--- src/hw/rtl/bdcc_pkg.sv ---
`timescale 1ns / 1ps
// ----------------------------------------------------------------------------
// bdcc_pkg
// Shared types and constants for the button debounce and click counter core.
// ----------------------------------------------------------------------------
package bdcc_pkg;

    localparam int unsigned TIME_WIDTH_DEF = 32;
    localparam int unsigned CFG_W          = 16;
    localparam int unsigned CFG_ADDR_W     = 1;
    localparam int unsigned TOTAL_W        = 8;
    localparam int unsigned HOLD_W         = 32;
    localparam int unsigned IN_DATA_W      = 8;
    localparam int unsigned OUT_DATA_W     = 40;

    localparam logic [CFG_W-1:0] DEBOUNCE_RESET = 16'd50;
    localparam logic [CFG_W-1:0] WINDOW_RESET   = 16'd500;

    localparam logic [CFG_ADDR_W-1:0] REG_DEBOUNCE = 1'b0;
    localparam logic [CFG_ADDR_W-1:0] REG_WINDOW   = 1'b1;

    localparam logic MODE_TICK = 1'b0;
    localparam logic MODE_EDGE = 1'b1;

    typedef enum logic [1:0] {
        KIND_COUNT = 2'd0,
        KIND_DOWN  = 2'd1,
        KIND_UP    = 2'd2
    } t_kind;

    typedef struct packed {
        logic mode;
        logic level;
    } t_item;

    typedef struct packed {
        t_kind              kind;
        logic [TOTAL_W-1:0] total;
        logic [HOLD_W-1:0]  hold;
    } t_result;

endpackage

--- src/hw/rtl/button_debounce_click_counter_core.sv ---
`timescale 1ns / 1ps
// ----------------------------------------------------------------------------
// button_debounce_click_counter_core
// Button debouncer with multi-click counting and hold timing.
//
// The slave stream carries ticks (tuser 0) and pin edges (tuser 1, level in
// tdata bit 0). Each item gives at most one result on the master stream:
// a press count report, button down or button up with the hold time.
// An item passes the input register, then the state logic writes the result
// register, which drives the master stream. One item is taken every cycle
// unless a result must wait on a full result register, as set by the single
// state update per cycle.
// When the receiver stalls, items that give no result still pass; an item
// that gives one waits in the input register while the result register is
// full, and s_axis_tready falls only then. Configuration writes on the plain
// write port apply at once; the user must make them while the block is idle,
// which the block does not enforce. Synchronous active-low reset clears the
// clock, timers, counts and both registers and loads debounce 50 ms and window 500 ms.
// ----------------------------------------------------------------------------
module button_debounce_click_counter_core #(
    parameter int unsigned TIME_WIDTH = bdcc_pkg::TIME_WIDTH_DEF
) (
    input  logic                            i_clk,
    input  logic                            i_rst_n,
    input  logic                            i_cfg_we,
    input  logic [bdcc_pkg::CFG_ADDR_W-1:0] i_cfg_addr,
    input  logic [bdcc_pkg::CFG_W-1:0]      i_cfg_wdata,
    input  logic                            s_axis_tvalid,
    output logic                            s_axis_tready,
    input  logic [bdcc_pkg::IN_DATA_W-1:0]  s_axis_tdata,   // pin_level, zero fill
    input  logic                            s_axis_tuser,   // mode
    output logic                            m_axis_tvalid,
    input  logic                            m_axis_tready,
    output logic [bdcc_pkg::OUT_DATA_W-1:0] m_axis_tdata,   // press_total, hold_ms
    output logic [1:0]                      m_axis_tuser    // event_kind
);

    bdcc_pkg::t_item   in_item;
    bdcc_pkg::t_item   item;
    bdcc_pkg::t_result res;
    bdcc_pkg::t_result out_res;
    logic              item_valid;
    logic              advance;
    logic              res_valid;
    logic              out_ready;

    assign in_item.mode  = s_axis_tuser;
    assign in_item.level = s_axis_tdata[0];

    bdcc_in_reg u_in_reg (
        .i_clk     (i_clk),
        .i_rst_n   (i_rst_n),
        .i_valid   (s_axis_tvalid),
        .o_ready   (s_axis_tready),
        .i_item    (in_item),
        .i_advance (advance),
        .o_valid   (item_valid),
        .o_item    (item)
    );

    bdcc_engine #(
        .TIME_WIDTH (TIME_WIDTH)
    ) u_engine (
        .i_clk       (i_clk),
        .i_rst_n     (i_rst_n),
        .i_cfg_we    (i_cfg_we),
        .i_cfg_addr  (i_cfg_addr),
        .i_cfg_wdata (i_cfg_wdata),
        .i_valid     (item_valid),
        .i_item      (item),
        .i_out_ready (out_ready),
        .o_advance   (advance),
        .o_res_valid (res_valid),
        .o_res       (res)
    );

    bdcc_out_reg u_out_reg (
        .i_clk   (i_clk),
        .i_rst_n (i_rst_n),
        .i_valid (res_valid),
        .o_ready (out_ready),
        .i_res   (res),
        .o_valid (m_axis_tvalid),
        .i_ready (m_axis_tready),
        .o_res   (out_res)
    );

    assign m_axis_tuser = out_res.kind;
    assign m_axis_tdata = {out_res.hold, out_res.total};

endmodule

--- src/hw/rtl/bdcc_in_reg.sv ---
`timescale 1ns / 1ps
// ----------------------------------------------------------------------------
// bdcc_in_reg
// Input register: captures one item and holds it until the engine takes it.
// ----------------------------------------------------------------------------
module bdcc_in_reg (
    input  logic           i_clk,
    input  logic           i_rst_n,
    input  logic           i_valid,
    output logic           o_ready,
    input  bdcc_pkg::t_item i_item,
    input  logic           i_advance,
    output logic           o_valid,
    output bdcc_pkg::t_item o_item
);

    logic            r_valid;
    bdcc_pkg::t_item r_item;

    assign o_ready = !r_valid || i_advance;
    assign o_valid = r_valid;
    assign o_item  = r_item;

    always_ff @(posedge i_clk) begin
        if (!i_rst_n) begin
            r_valid <= 1'b0;
        end else if (o_ready) begin
            r_valid <= i_valid;
        end
    end

    always_ff @(posedge i_clk) begin
        if (o_ready && i_valid) begin
            r_item <= i_item;
        end
    end

endmodule

--- src/hw/rtl/bdcc_engine.sv ---
`timescale 1ns / 1ps
// ----------------------------------------------------------------------------
// bdcc_engine
// Debounce, press counting window and hold timing state with result logic.
// ----------------------------------------------------------------------------
module bdcc_engine #(
    parameter int unsigned TIME_WIDTH = bdcc_pkg::TIME_WIDTH_DEF
) (
    input  logic                            i_clk,
    input  logic                            i_rst_n,
    input  logic                            i_cfg_we,
    input  logic [bdcc_pkg::CFG_ADDR_W-1:0] i_cfg_addr,
    input  logic [bdcc_pkg::CFG_W-1:0]      i_cfg_wdata,
    input  logic                            i_valid,
    input  bdcc_pkg::t_item                 i_item,
    input  logic                            i_out_ready,
    output logic                            o_advance,
    output logic                            o_res_valid,
    output bdcc_pkg::t_result               o_res
);

    logic [bdcc_pkg::CFG_W-1:0]   r_debounce;
    logic [bdcc_pkg::CFG_W-1:0]   r_window_len;
    logic [TIME_WIDTH-1:0]        r_now;
    logic [TIME_WIDTH-1:0]        r_last;
    logic [TIME_WIDTH-1:0]        r_hold_start;
    logic                         r_holding;
    logic                         r_prev_level;
    logic [bdcc_pkg::TOTAL_W-1:0] r_edge_count;
    logic [bdcc_pkg::CFG_W-1:0]   r_window_left;
    logic                         r_window_on;

    logic [TIME_WIDTH-1:0]        n_now;
    logic [TIME_WIDTH-1:0]        n_last;
    logic [TIME_WIDTH-1:0]        n_hold_start;
    logic                         n_holding;
    logic                         n_prev_level;
    logic [bdcc_pkg::TOTAL_W-1:0] n_edge_count;
    logic [bdcc_pkg::CFG_W-1:0]   n_window_left;
    logic                         n_window_on;

    logic [TIME_WIDTH-1:0]        elapsed;
    logic [TIME_WIDTH-1:0]        held;
    logic [bdcc_pkg::HOLD_W-1:0]  held_sat;
    logic [bdcc_pkg::CFG_W-1:0]   left_dec;
    logic                         res_valid;
    bdcc_pkg::t_result            res;

    assign elapsed  = r_now - r_last;
    assign held     = r_now - r_hold_start;
    assign held_sat = ((held >> bdcc_pkg::HOLD_W) != '0) ? '1 : bdcc_pkg::HOLD_W'(held);
    assign left_dec = (r_window_left != '0) ? r_window_left - 1'b1 : r_window_left;

    always_comb begin
        n_now         = r_now;
        n_last        = r_last;
        n_hold_start  = r_hold_start;
        n_holding     = r_holding;
        n_prev_level  = r_prev_level;
        n_edge_count  = r_edge_count;
        n_window_left = r_window_left;
        n_window_on   = r_window_on;
        res_valid     = 1'b0;
        res.kind      = bdcc_pkg::KIND_COUNT;
        res.total     = '0;
        res.hold      = '0;
        if (i_item.mode == bdcc_pkg::MODE_TICK) begin
            n_now = r_now + 1'b1;
            if (r_window_on) begin
                n_window_left = left_dec;
                if (left_dec == '0) begin
                    n_window_on  = 1'b0;
                    n_edge_count = '0;
                    res_valid    = 1'b1;
                    res.total    = r_edge_count;
                end
            end
        end else if (elapsed > TIME_WIDTH'(r_debounce)) begin
            if (!r_window_on) begin
                n_window_on   = 1'b1;
                n_window_left = (r_window_len == '0) ? bdcc_pkg::CFG_W'(1) : r_window_len;
            end
            n_edge_count = r_edge_count + 1'b1;
            n_last       = r_now;
            if (i_item.level == r_prev_level) begin
                n_prev_level = 1'b0;
            end else begin
                n_prev_level = i_item.level;
                if (!i_item.level) begin
                    if (r_holding) begin
                        n_holding    = 1'b0;
                        n_hold_start = '0;
                        res_valid    = 1'b1;
                        res.kind     = bdcc_pkg::KIND_UP;
                        res.hold     = held_sat;
                    end
                end else begin
                    n_hold_start = r_now;
                    n_holding    = 1'b1;
                    res_valid    = 1'b1;
                    res.kind     = bdcc_pkg::KIND_DOWN;
                end
            end
        end
    end

    assign o_advance   = i_valid && (!res_valid || i_out_ready);
    assign o_res_valid = i_valid && res_valid;
    assign o_res       = res;

    always_ff @(posedge i_clk) begin
        if (!i_rst_n) begin
            r_debounce    <= bdcc_pkg::DEBOUNCE_RESET;
            r_window_len  <= bdcc_pkg::WINDOW_RESET;
            r_now         <= '0;
            r_last        <= '0;
            r_hold_start  <= '0;
            r_holding     <= 1'b0;
            r_prev_level  <= 1'b0;
            r_edge_count  <= '0;
            r_window_left <= '0;
            r_window_on   <= 1'b0;
        end else begin
            if (i_cfg_we) begin
                unique case (i_cfg_addr)
                    bdcc_pkg::REG_DEBOUNCE: r_debounce   <= i_cfg_wdata;
                    bdcc_pkg::REG_WINDOW:   r_window_len <= i_cfg_wdata;
                    default: ;
                endcase
            end
            if (o_advance) begin
                r_now         <= n_now;
                r_last        <= n_last;
                r_hold_start  <= n_hold_start;
                r_holding     <= n_holding;
                r_prev_level  <= n_prev_level;
                r_edge_count  <= n_edge_count;
                r_window_left <= n_window_left;
                r_window_on   <= n_window_on;
            end
        end
    end

`ifndef SYNTHESIS
    a_count_clears: assert property (@(posedge i_clk) disable iff (!i_rst_n)
        (o_advance && o_res_valid && o_res.kind == bdcc_pkg::KIND_COUNT)
        |=> (!r_window_on && r_edge_count == '0))
        else $error("count report did not close the window");

    a_down_holds: assert property (@(posedge i_clk) disable iff (!i_rst_n)
        (o_advance && o_res_valid && o_res.kind == bdcc_pkg::KIND_DOWN)
        |=> (r_holding && r_hold_start == $past(r_now)))
        else $error("button down did not start a hold");

    a_idle_start_clear: assert property (@(posedge i_clk) disable iff (!i_rst_n)
        !r_holding |-> (r_hold_start == '0))
        else $error("hold start set without a hold");

    a_up_needs_hold: assert property (@(posedge i_clk) disable iff (!i_rst_n)
        (o_res_valid && o_res.kind == bdcc_pkg::KIND_UP) |-> r_holding)
        else $error("button up without a hold");
`endif

endmodule

--- src/hw/rtl/bdcc_out_reg.sv ---
`timescale 1ns / 1ps
// ----------------------------------------------------------------------------
// bdcc_out_reg
// Result register: holds one result item until the receiver takes it.
// ----------------------------------------------------------------------------
module bdcc_out_reg (
    input  logic              i_clk,
    input  logic              i_rst_n,
    input  logic              i_valid,
    output logic              o_ready,
    input  bdcc_pkg::t_result i_res,
    output logic              o_valid,
    input  logic              i_ready,
    output bdcc_pkg::t_result o_res
);

    logic              r_valid;
    bdcc_pkg::t_result r_res;

    assign o_ready = !r_valid || i_ready;
    assign o_valid = r_valid;
    assign o_res   = r_res;

    always_ff @(posedge i_clk) begin
        if (!i_rst_n) begin
            r_valid <= 1'b0;
        end else if (o_ready) begin
            r_valid <= i_valid;
        end
    end

    always_ff @(posedge i_clk) begin
        if (o_ready && i_valid) begin
            r_res <= i_res;
        end
    end

endmodule

--- config.mk ---
export PLATFORM = sky130hd
export DESIGN_NAME = button_debounce_click_counter_core
export DESIGN_NICKNAME = d
export VERILOG_FILES = /design/src/hw/rtl/bdcc_pkg.sv /design/src/hw/rtl/button_debounce_click_counter_core.sv /design/src/hw/rtl/bdcc_in_reg.sv /design/src/hw/rtl/bdcc_engine.sv /design/src/hw/rtl/bdcc_out_reg.sv
export SDC_FILE = /design/constraint.sdc
export NUM_CORES = 1
export LEC_CHECK = 0
export ABC_AREA = 0
export BUFFER_PORTS_ARGS = -buffer_cell sky130_fd_sc_hd__buf_4
export CAP_MARGIN = 20
export CORE_UTILIZATION = 36
export CTS_BUF_LIST = sky130_fd_sc_hd__clkbuf_16
export DETAILED_ROUTE_END_ITERATION = 10
export SKIP_LAST_GASP = 1
export SLEW_MARGIN = 0
export SYNTH_ARGS = -nofsm -noshare
export SYNTH_HDL_FRONTEND = slang
export SYNTH_SLANG_ARGS = --single-unit
export TNS_END_PERCENT = 10
--- constraint.sdc ---
create_clock -name i_clk -period 19.6 [get_ports i_clk]
set_clock_uncertainty 0.05 [all_clocks]
set_input_delay 0.98 -clock i_clk [delete_from_list [all_inputs] [get_ports i_clk]]
set_output_delay 0.98 -clock i_clk [all_outputs]
set_load 0.01 [all_outputs]
==> run summary <==
placed insts -> 1,940
final-layout fill cell count -> 3,424
Crit Path Max Fanout -> 10
Synth Area in Compound Gates -> 0.207
Synth Flop Type -> dfxtp_1
Root Driver -> clkbuf_16
CORE AREA -> 0.0339 mm2
Initial Util -> 0.370
Antenna Nets Post-Route -> 0
post-synthesis adder-cell area fraction -> 0.0881
Vias -> 10,600
Final Hold Viols -> 0
Post-synth EDFFs -> 44
xor/xnor share of the synthesized area -> 0.0454
Area contributors post-synth -> dfxtp_1 (25%), edfxtp_1 (11%), ha_1 (8.5%)
Seq/Total Area, Yosys -> 0.356
wirelength, routed -> 29.1 mm
total I/O pin count -> 75
post-synthesis mux area share -> 0.0312
vias in the first global route -> 9,998
largest net degree at the start of global routing -> 96
Mapped Avg Cell Area -> 8.44 um2
IO buf count -> 67
Async S/R FF share, synth -> 0
chip width -> 189 um
cell taking the most area after synthesis -> dfxtp_1
clk_lat worst skew -> 0.54 ns
post-synth top area share -> 0.251
worst vdd ir -> 0.0744 mV
RSZ-0062 raised after global routing -> false
Final Wtd Congestion -> 0.849
Lkg Pwr -> 5.48 nW
Worst EP required -> 18.57 ns
Final Hold Slack -> 0.403 ns
DP Area -> 0.0133 mm2
Setup Buffers After CTS -> 0
largest family of logic cells by synthesized area -> simple AND/OR/NAND/NOR gates
hold buffers post-CTS -> 0
area grow syn2layout -> 13.5%
clk buf depth -> 3
CTS tree -> done
Max Slew Vio Count -> 0
final cell count without fillers -> 1,989
crit start category -> flop
crit share post-route -> 0.353
crit end category -> output port
Vert. Die Dim -> 189 um
Setup Viol. Count Final -> 0
fmax -> 144 MHz
final setup TNS -> 0 ns
hold depth -> 2
n_diodes -> 0
Ys Warns -> 0
HP Class -> flop to flop
nets -> 1,640
GRT Overall Usage -> 0.160
Clock transition at path regs -> 0.06 ns
FP Rows -> 67
Inserted Clock Buffers -> 25
Synth Area in Simple Gates -> 0.210
Cell Area, Synth -> 0.0125 mm2
Max-slew headroom -> 0.354
Final Critical Period -> 6.92 ns
Num Clock Sinks -> 201
Cells after Synth -> 1,485
crit path kind -> flop to output port
synthesis-stage register bit count -> 201
total gr overflow -> 0
drt pass-1 iters -> 5
outcome -> complete, no violations
Vias/cell -> 5.31
worst r2r path cells -> 23
CTS H-tree lvls -> 1
Power Density -> 73.9 mW/mm2
synthesized net count -> 1,603
library cells used by synthesis -> 84
global-route wire length before repair -> 48.2 mm
share of cells above drive strength 1 -> 0.101
Starting DRT DRC Count -> 594
worst slew pin tran -> 0.968 ns
detailed-route DRC error count -> 0
die footprint -> 0.0356 mm2
post-detail-place hpwl -> 21.1 mm
antenna violations before repair -> 0
final instance area -> 0.0142 mm2
post-CTS sizing -> 0
total of max-cap violations -> 0
crit path DAT -> 5.89 ns
wire length per cell -> 14.6 um
==> worst max-delay path, cell delays in order (launching register included) <==
cell and delay [ns]:
dfxtp_1 0.44, inv_1 0.11, ha_1 0.23, fa_1 0.42, nand2b_1 0.20, a21oi_1 0.19, o21a_1 0.17, o21ai_0 0.08
nand2b_1 0.12, a21oi_1 0.07, o21bai_1 0.16, xor2_1 0.19, ha_1 0.28, a41oi_1 0.19, o21ai_0 0.12, a221o_1 0.37
nor3_1 0.19, o21ai_0 0.18, a211oi_1 0.25, nor4b_4 0.32, a41oi_2 0.35, a21oi_1 0.44, or2_2 0.18, buf_4 0.11
==> cells in the mapped netlist (16+ instances only) <==
library cell / n
nand2_1: 207
dfxtp_1: 157
inv_1: 113
a21oi_1: 106
nor2_1: 106
ha_1: 85
o21ai_0: 48
xnor2_1: 46
edfxtp_1: 44
clkbuf_1: 41
nand3_1: 41
mux2i_1: 39
a21o_1: 35
a22o_1: 32
nor3_1: 31
nand4_1: 20
o21a_1: 20
xor2_1: 19
a211oi_1: 17
o31ai_1: 17
and2_1: 16
==> flip-flops by register name, indices dropped and copies added (netlist names) <==
| signal | cells |
|---|---|
| u_engine.r_window_len | 16 |
| u_engine.r_window_left | 16 |
| u_engine.r_last | 32 |
| u_engine.r_prev_level | 1 |
| u_engine.r_edge_count | 8 |
| u_out_reg.o_valid | 1 |
| u_in_reg.o_item | 2 |
| u_in_reg.o_valid | 1 |
| u_engine.r_debounce | 16 |
| u_engine.r_window_on | 1 |
| u_engine.r_now | 32 |
| u_out_reg.o_res | 42 |
| u_engine.r_holding | 1 |
| u_engine.r_hold_start | 32 |
==> kinds of logic (layout without fill, tap and decap cells) <==
family                     Yosys count  in the layout
and+or+nand+nor                    537            537
AOI/OAI and AO/OA                  376            376
xor gates and xnor gates            65             65
adders and majority gates           87             87
buffers and inverters              180            236
muxes                               39             39
DFF                                201            201
==> cell type report <==
type	count	area, um2	share of cell area
timing repair buffer	76	603	0.0424
multi-input combinational	1104	7290	0.512
clock buffer	28	701	0.0493
tap	448	561	0.0394
sequential	201	4460	0.314
inverter	114	428	0.0301
clock inverter	18	180	0.0127
==> cell usage in the layout (no fill, tap or decap), drive strengths merged, types with 6 or more instances in the layout <==
master	Yosys	final
nand2	207	207
nand3	41	41
a21o	36	36
and3	14	14
or3	17	17
clkbuf	41	28
nor2b	7	7
edfxtp	44	44
or4	14	14
a41oi	6	6
a22o	32	32
o21a	20	20
a21oi	108	108
ha	85	85
nor3	31	31
nand4	21	21
o21ai	49	49
o31a	6	6
o21bai	6	6
inv	114	120
and4	8	8
o31ai	17	17
a211oi	17	17
buf	25	76
o221ai	7	7
and2	17	17
or2	13	13
xnor2	46	46
nor2	106	106
clkinv	0	9
nor4	11	11
o211ai	12	12
nand2b	14	14
a31oi	14	14
dfxtp	157	157
mux2i	39	39
xor2	19	19
==> power by group <==
group	internal (W)	switching, W	leakage (nW)
Combinational	0.0000508	0.0000812	3.41
Sequential	0.000430	0.00000696	1.62
Clock	0.000298	0.000185	0.453
Total	0.000778	0.000274	5.48
==> path summary, 6_finish.rpt <==
kind | to | start | slack, ns
worst max-delay path | s_axis_tready | u_engine.r_now[0] | 12.68
worst min-delay path | u_engine.r_debounce[13] | u_engine.r_debounce[13] | 0.40
worst max register to register | u_out_reg.o_res[4] | u_engine.r_now[0] | 13.47
worst min register to register | u_engine.r_debounce[13] | u_engine.r_debounce[13] | 0.40
==> metrics by stage <==
stage                      util  power (W)  setup WS [ns]
after CTS                 0.418    0.00106          12.64
after floorplan               -   0.000545          12.17
after global routing      0.420    0.00110          12.16
after detailed placement  0.392   0.000576          13.29
final                     0.420    0.00105          12.68
after global placement    0.392   0.000574          13.38
==> per-layer routing <==
metal	up-vias	global-route usage	part of all wire
li1	5403	-	-
met1	4952	0.219	0.50
met2	168	0.263	0.44
met3	45	0.0229	0.037
met4	0	0.0425	0.021
met5	-	0	0
Power figures use the tool's default switching activity.
